File: src/rtl/rhc_pkg.sv
`default_nettype none
// ----------------------------------------------------------------------------
// RGB to HSV converter package
// Widths, beat types and the payload carried down the divider pipeline.
// ----------------------------------------------------------------------------
package rhc_pkg;

  localparam int CompBits  = 8;
  localparam int FracBits  = 16;
  // Six times the largest possible delta fits in this width.
  localparam int DivBits   = CompBits + 3;
  localparam int DivStages = FracBits;

  typedef struct packed {
    logic [CompBits-1:0] red;
    logic [CompBits-1:0] green;
    logic [CompBits-1:0] blue;
  } pixel_t;

  typedef struct packed {
    logic [FracBits-1:0] hue;
    logic [FracBits-1:0] saturation;
    logic [CompBits-1:0] value;
  } result_t;

  // Partial state of both long divisions, one quotient bit per stage.
  typedef struct packed {
    logic [DivBits-1:0]  hue_rem;
    logic [DivBits-1:0]  hue_div;
    logic [FracBits-1:0] hue_q;
    logic [CompBits-1:0] sat_rem;
    logic [CompBits-1:0] sat_div;
    logic [FracBits-1:0] sat_low;
    logic [FracBits-1:0] sat_q;
    logic [CompBits-1:0] value;
    logic                gray;
  } div_t;

endpackage
`default_nettype wire

File: src/rtl/rhc_front.sv
`default_nettype none
// ----------------------------------------------------------------------------
// RGB to HSV front end
// Two register stages: max and min of the pixel, then delta, hue numerator,
// hue divisor and saturation dividend.
// ----------------------------------------------------------------------------
module rhc_front (
  input  logic            clk,
  input  logic            en,
  input  rhc_pkg::pixel_t pixel,
  output rhc_pkg::div_t   div_init
);
  import rhc_pkg::*;

  logic [CompBits-1:0] mx_c;
  logic [CompBits-1:0] mn_c;
  pixel_t              pix;
  logic [CompBits-1:0] mx;
  logic [CompBits-1:0] mn;

  logic [CompBits-1:0]          delta;
  logic [DivBits-1:0]           div6;
  logic signed [DivBits:0]      d_s;
  logic signed [DivBits:0]      r_s;
  logic signed [DivBits:0]      g_s;
  logic signed [DivBits:0]      b_s;
  logic signed [DivBits:0]      num_raw;
  logic [CompBits+FracBits-1:0] sat_num;
  div_t                         init_c;

  always_comb begin
    mx_c = pixel.red;
    if (pixel.green > mx_c) mx_c = pixel.green;
    if (pixel.blue > mx_c) mx_c = pixel.blue;
    mn_c = pixel.red;
    if (pixel.green < mn_c) mn_c = pixel.green;
    if (pixel.blue < mn_c) mn_c = pixel.blue;
  end

  always_ff @(posedge clk) begin
    if (en) begin
      pix <= pixel;
      mx  <= mx_c;
      mn  <= mn_c;
    end
  end

  always_comb begin
    delta = mx - mn;
    div6  = (DivBits'(delta) << 2) + (DivBits'(delta) << 1);
    d_s   = $signed((DivBits+1)'(delta));
    r_s   = $signed((DivBits+1)'(pix.red));
    g_s   = $signed((DivBits+1)'(pix.green));
    b_s   = $signed((DivBits+1)'(pix.blue));
    // Red wins ties, then green.
    if (pix.red == mx) begin
      num_raw = g_s - b_s;
    end else if (pix.green == mx) begin
      num_raw = (d_s <<< 1) + b_s - r_s;
    end else begin
      num_raw = (d_s <<< 2) + r_s - g_s;
    end
    if (num_raw < 0) num_raw = num_raw + $signed({1'b0, div6});
    // delta times all ones of the fraction, as a shift and a subtract.
    sat_num = {delta, {FracBits{1'b0}}} - (CompBits+FracBits)'(delta);

    init_c.hue_rem = num_raw[DivBits-1:0];
    init_c.hue_div = div6;
    init_c.hue_q   = '0;
    init_c.sat_rem = sat_num[CompBits+FracBits-1:FracBits];
    init_c.sat_div = mx;
    init_c.sat_low = sat_num[FracBits-1:0];
    init_c.sat_q   = '0;
    init_c.value   = mx;
    init_c.gray    = (delta == '0);
  end

  always_ff @(posedge clk) begin
    if (en) div_init <= init_c;
  end

endmodule
`default_nettype wire

File: src/rtl/rhc_div_stage.sv
`default_nettype none
// ----------------------------------------------------------------------------
// RGB to HSV divider stage
// One restoring step of both the hue and the saturation division, registered.
// ----------------------------------------------------------------------------
module rhc_div_stage (
  input  logic          clk,
  input  logic          en,
  input  rhc_pkg::div_t cur,
  output rhc_pkg::div_t nxt
);
  import rhc_pkg::*;

  logic [DivBits:0]  h_try;
  logic [DivBits:0]  h_diff;
  logic [CompBits:0] s_try;
  logic [CompBits:0] s_diff;
  div_t              step;

  always_comb begin
    step   = cur;
    // The hue dividend is the numerator followed by zeros.
    h_try  = {cur.hue_rem, 1'b0};
    h_diff = h_try - {1'b0, cur.hue_div};
    if (h_try >= {1'b0, cur.hue_div}) begin
      step.hue_rem = h_diff[DivBits-1:0];
      step.hue_q   = {cur.hue_q[FracBits-2:0], 1'b1};
    end else begin
      step.hue_rem = h_try[DivBits-1:0];
      step.hue_q   = {cur.hue_q[FracBits-2:0], 1'b0};
    end

    s_try  = {cur.sat_rem, cur.sat_low[FracBits-1]};
    s_diff = s_try - {1'b0, cur.sat_div};
    step.sat_low = {cur.sat_low[FracBits-2:0], 1'b0};
    if (s_try >= {1'b0, cur.sat_div}) begin
      step.sat_rem = s_diff[CompBits-1:0];
      step.sat_q   = {cur.sat_q[FracBits-2:0], 1'b1};
    end else begin
      step.sat_rem = s_try[CompBits-1:0];
      step.sat_q   = {cur.sat_q[FracBits-2:0], 1'b0};
    end
  end

  always_ff @(posedge clk) begin
    if (en) nxt <= step;
  end

endmodule
`default_nettype wire

File: src/rtl/rgb_to_hsv_converter_top.sv
`default_nettype none
// ----------------------------------------------------------------------------
// RGB to HSV converter
// Pixel stream conversion from red, green, blue to hue, saturation, value.
// ----------------------------------------------------------------------------
// Accepts one pixel per clock while pixel_stall is low and delivers one
// result per pixel, in order. A pixel passes through two front-end stages
// (max/min, then delta and the hue numerator), sixteen divider stages that
// each resolve one quotient bit of both the hue and the saturation
// division, and the output register. A one-beat skid register behind the
// output lets the pipeline keep taking pixels while a result waits; once
// it fills, the pipeline freezes and pixel_stall rises. Gray pixels, black
// included, give hue and saturation of zero.
module rgb_to_hsv_converter_top (
  input  logic             clk,
  input  logic             rst,
  input  logic             pixel_valid,
  output logic             pixel_stall,
  input  rhc_pkg::pixel_t  pixel,
  output logic             result_valid,
  input  logic             result_stall,
  output rhc_pkg::result_t result
);
  import rhc_pkg::*;

  localparam int PipeStages = DivStages + 2;

  logic                  en;
  logic [PipeStages-1:0] vld;
  div_t                  dv [0:DivStages];
  result_t               fin;
  result_t               skid;
  logic                  skid_vld;
  logic                  last_vld;

  assign en          = !skid_vld;
  assign pixel_stall = skid_vld;
  assign last_vld    = vld[PipeStages-1] && en;

  always_ff @(posedge clk) begin
    if (rst) begin
      vld <= '0;
    end else if (en) begin
      vld <= {vld[PipeStages-2:0], pixel_valid};
    end
  end

  rhc_front u_front (
    .clk      (clk),
    .en       (en),
    .pixel    (pixel),
    .div_init (dv[0])
  );

  for (genvar i = 0; i < DivStages; i++) begin : g_div
    rhc_div_stage u_stage (
      .clk (clk),
      .en  (en),
      .cur (dv[i]),
      .nxt (dv[i+1])
    );
  end

  always_comb begin
    fin.hue        = dv[DivStages].gray ? '0 : dv[DivStages].hue_q;
    fin.saturation = dv[DivStages].gray ? '0 : dv[DivStages].sat_q;
    fin.value      = dv[DivStages].value;
  end

  always_ff @(posedge clk) begin
    if (rst) begin
      result_valid <= 1'b0;
      skid_vld     <= 1'b0;
    end else if (!result_valid || !result_stall) begin
      if (skid_vld) begin
        result_valid <= 1'b1;
        skid_vld     <= 1'b0;
      end else begin
        result_valid <= last_vld;
      end
    end else if (last_vld) begin
      skid_vld <= 1'b1;
    end
  end

  always_ff @(posedge clk) begin
    if (!result_valid || !result_stall) begin
      result <= skid_vld ? skid : fin;
    end else if (last_vld) begin
      skid <= fin;
    end
  end

`ifndef NO_ASSERTIONS
  a_skid_behind_output: assert property (@(posedge clk) disable iff (rst)
    skid_vld |-> result_valid)
    else $error("skid register holds a beat while the output is empty");

  a_stall_cause: assert property (@(posedge clk) disable iff (rst)
    $rose(pixel_stall) |-> $past(result_valid && result_stall))
    else $error("pixel stall rose without a stalled result");

  a_black_is_gray: assert property (@(posedge clk) disable iff (rst)
    (result_valid && result.value == '0) |->
      (result.saturation == '0 && result.hue == '0))
    else $error("black pixel gave nonzero hue or saturation");

  a_unsaturated_hue: assert property (@(posedge clk) disable iff (rst)
    (result_valid && result.saturation == '0) |-> (result.hue == '0))
    else $error("unsaturated pixel gave nonzero hue");
`endif

endmodule
`default_nettype wire

File: config.mk
export PLATFORM = sky130hd
export DESIGN_NAME = rgb_to_hsv_converter_top
export DESIGN_NICKNAME = d
export VERILOG_FILES = /design/src/rtl/rhc_pkg.sv /design/src/rtl/rhc_front.sv /design/src/rtl/rhc_div_stage.sv /design/src/rtl/rgb_to_hsv_converter_top.sv
export SDC_FILE = /design/constraint.sdc
export NUM_CORES = 2
export LEC_CHECK = 0
export BUFFER_PORTS_ARGS = -buffer_cell sky130_fd_sc_hd__buf_4
export CORE_UTILIZATION = 64
export CTS_CLUSTER_SIZE = 14
export DETAILED_ROUTE_END_ITERATION = 8
export GPL_ROUTABILITY_DRIVEN = 0
export GPL_TIMING_DRIVEN = 0
export PLACE_DENSITY_LB_ADDON = 0.12
export SYNTH_ARGS = -nofsm -noshare
export SYNTH_HDL_FRONTEND = slang
export SYNTH_SLANG_ARGS = --single-unit
File: constraint.sdc
create_clock -name clk -period 42.1 [get_ports clk]
set_input_delay 10.525 -clock clk [delete_from_list [all_inputs] [get_ports clk]]
set_output_delay 10.525 -clock clk [all_outputs]
set_load 0.02 [all_outputs]
==> flow_summary.ini <==
[die]
coreArea_mm2 = 0.0822
row_count = 105
die_w_um = 291
start_util_pct = 64.8
ios = 70
die-area_mm2 = 0.0844
die_h_um = 291

[cells_and_area]
layout.nets = 4608
diodes = 0
final_cells = 5313
drive_gt1_share_pct = 9.43
final_core_util_pct = 72.0
final_area_mm2 = 0.0592
areaGrowthSynthToFinish_pct = 11.1

[clock_tree]
cts.sinks = 1115
cts_tree = done
ctsLongestPathBuffers = 3
holdBufCountCts = 0
cts_resized = 0
post-cts-setup-buffers = 0
htreeDepth = 3
clk_pin_slew_ps = 60
worstSkewPairLatency_ps = 660
cts_buffers = 109
ctsRootBufferMaster = clkbuf_16

[timing]
tightest_slew_ps = 1400
period_needed_ps = 13880
clock_skew_ps = 21.0
post-route-period-util_pct = 33.0
fin_tns_setup_ps = 0
slew_violations = 0
rsz0062_at_grt = false
fmax_ghz = 0.0720
finalHoldViolCount = 0
setup_violations = 0
slew_headroom_pct = 5.89

[global_route]
grt_max_degree = 73
grt_pass1_vias = 30148
overflow = 0
antenna_found_initial = 0
track_usage_pct = 21.3
grt_first_pass_wirelength_um = 145000

[logic_synthesis]
syn_area_mm2 = 0.0533
synth_fp_nets = 4408
synthTopCellsByArea = edfxtp_1, ha_1, inv_1
seq_area_frac_synth_pct = 62.4
ys_warn_count = 0
yosysTopAreaCellShare_pct = 61.7
ys.flop_type = edfxtp_1
synth-async-reset-ratio_pct = 0
synth_cells = 3955
synth_edf_count = 1095
yosysMostFrequentCell = edfxtp_1
synthTopCellsByCount = edfxtp_1, inv_1, ha_1
ys_ff_latch = 1115
avgSynthCellArea_um2 = 13.5
yosys.area.top_type = edfxtp_1
ys_types = 76

[place]
dp.cells = 5114
dp_hpwl_um = 63200
placed_area_mm2 = 0.0557
port_buffers = 68

[worst_setup_path]
slowest_stage = o21ai_2
crit_path_max_incr_delay_ps = 440
arrival_ps = 14270
crit_chain = buf_4, inv_1, ha_1, nor2b_1, o21ai_1, nand2b_1, a21oi_1, o21ai_2, o21a_1, buf_2, mux2i_1, ha_1, nor2b_1, o21a_1, o21ai_0, nand2b_1, a21oi_1, o21ai_0, o21ai_1, clkbuf_1, a21oi_1
worstSetupPathType = input port to register
cp-start-kind = input port
cp.required_ps = 42480
path_common_cell = a21oi_1
timing.reg2reg.setup_slack_ps = 35810
critical_path.max_fanout = 10
cp-end-kind = register

[job]
max-cap-violations = 0

[routing]
drtAntennaViolNets = 0
route.vias.total = 29708
via_per_inst = 5.59
drt_wl_total_um = 89000
drc = 0
drtIter0Drc = 1464
firstDrtPassIters = 5
wl_per_cell_um = 16.8

[min_path]
hp-class = register to register

[status]
status = finished clean
cell usage in the layout (no fill, tap or decap), drive strengths merged, types with 89 or more instances in the layout:
| cell | instances |
|---|---|
| edfxtp | 1095 |
| inv | 480 |
| ha | 387 |
| nor2 | 258 |
| a21oi | 212 |
| o21ai | 179 |
| clkbuf | 173 |
| mux2 | 165 |
| xnor2 | 159 |
| nand2 | 125 |
| nor2b | 110 |
| buf | 107 |
| a21o | 89 |
kinds of logic after synthesis:
family,synth area share (%)
adder cells (fa/ha/maj),10.5
XOR/XNOR,3.86
AO/OA/AOI/OAI,7.69
flip-flops,62.4
multiplexers,4.58
AND/OR/NAND/NOR,7.15
buffers and inverters,3.76
layout make-up:
type,count,area [um2]
Buffer,47,214
Clock buffer,144,2970
Clock inverter,55,582
Fill cell,5297,23000
Inverter,478,1790
Multi-Input combinational cell,2315,18000
Sequential cell,1115,33300
Tap cell,1070,1340
Timing Repair Buffer,89,1020
metrics by stage:
step	setup slack [ps]	hold slack, ps
floorplan	10210	400
global placement	-450	400
detailed placement	27580	405
CTS	28260	404
global route	27900	416
finish	28220	404
metal layers:
layer	GRT usage [%]	vias to the layer above	wire [um]
met5	0	-	0
met2	41.0	477	48400
met3	2.60	189	2760
li1	-	14759	-
met4	8.18	0	2920
met1	23.7	14283	35000
final timing paths:
| check | startpoint | to | cells after the start |
|---|---|---|---|
| setup / recovery | pixel[17] | u_front.mx[7] | 21 |
| hold / removal | g_div[13].u_stage.nxt[58] | g_div[14].u_stage.nxt[59] | 0 |
| setup reg to reg | u_front.mx[0] | u_front.div_init[94] | 25 |
| hold reg to reg | g_div[13].u_stage.nxt[58] | g_div[14].u_stage.nxt[59] | 0 |
critical path, delay by kind of cell:
kind	cells	cell delay, ps
AO/OA/AOI/OAI	10	1640
adder cells (fa/ha/maj)	2	590
buffers and inverters	4	720
multiplexers	1	390
AND/OR/NAND/NOR	4	400
state kept, by name (all words and copies together), names as in the netlist:
register           count
u_front.mx             8
u_front.mn             8
result                40
pixel_stall            1
u_front.g_s            8
u_front.div_init      51
skid                  40
vld                   18
result_valid           1
u_front.b_s            8
u_front.pix            8
g_div.u_stage.nxt    924
Power is not shown: default switching activity piles up to over one toggle a cycle in this logic, so the estimate is an artifact.
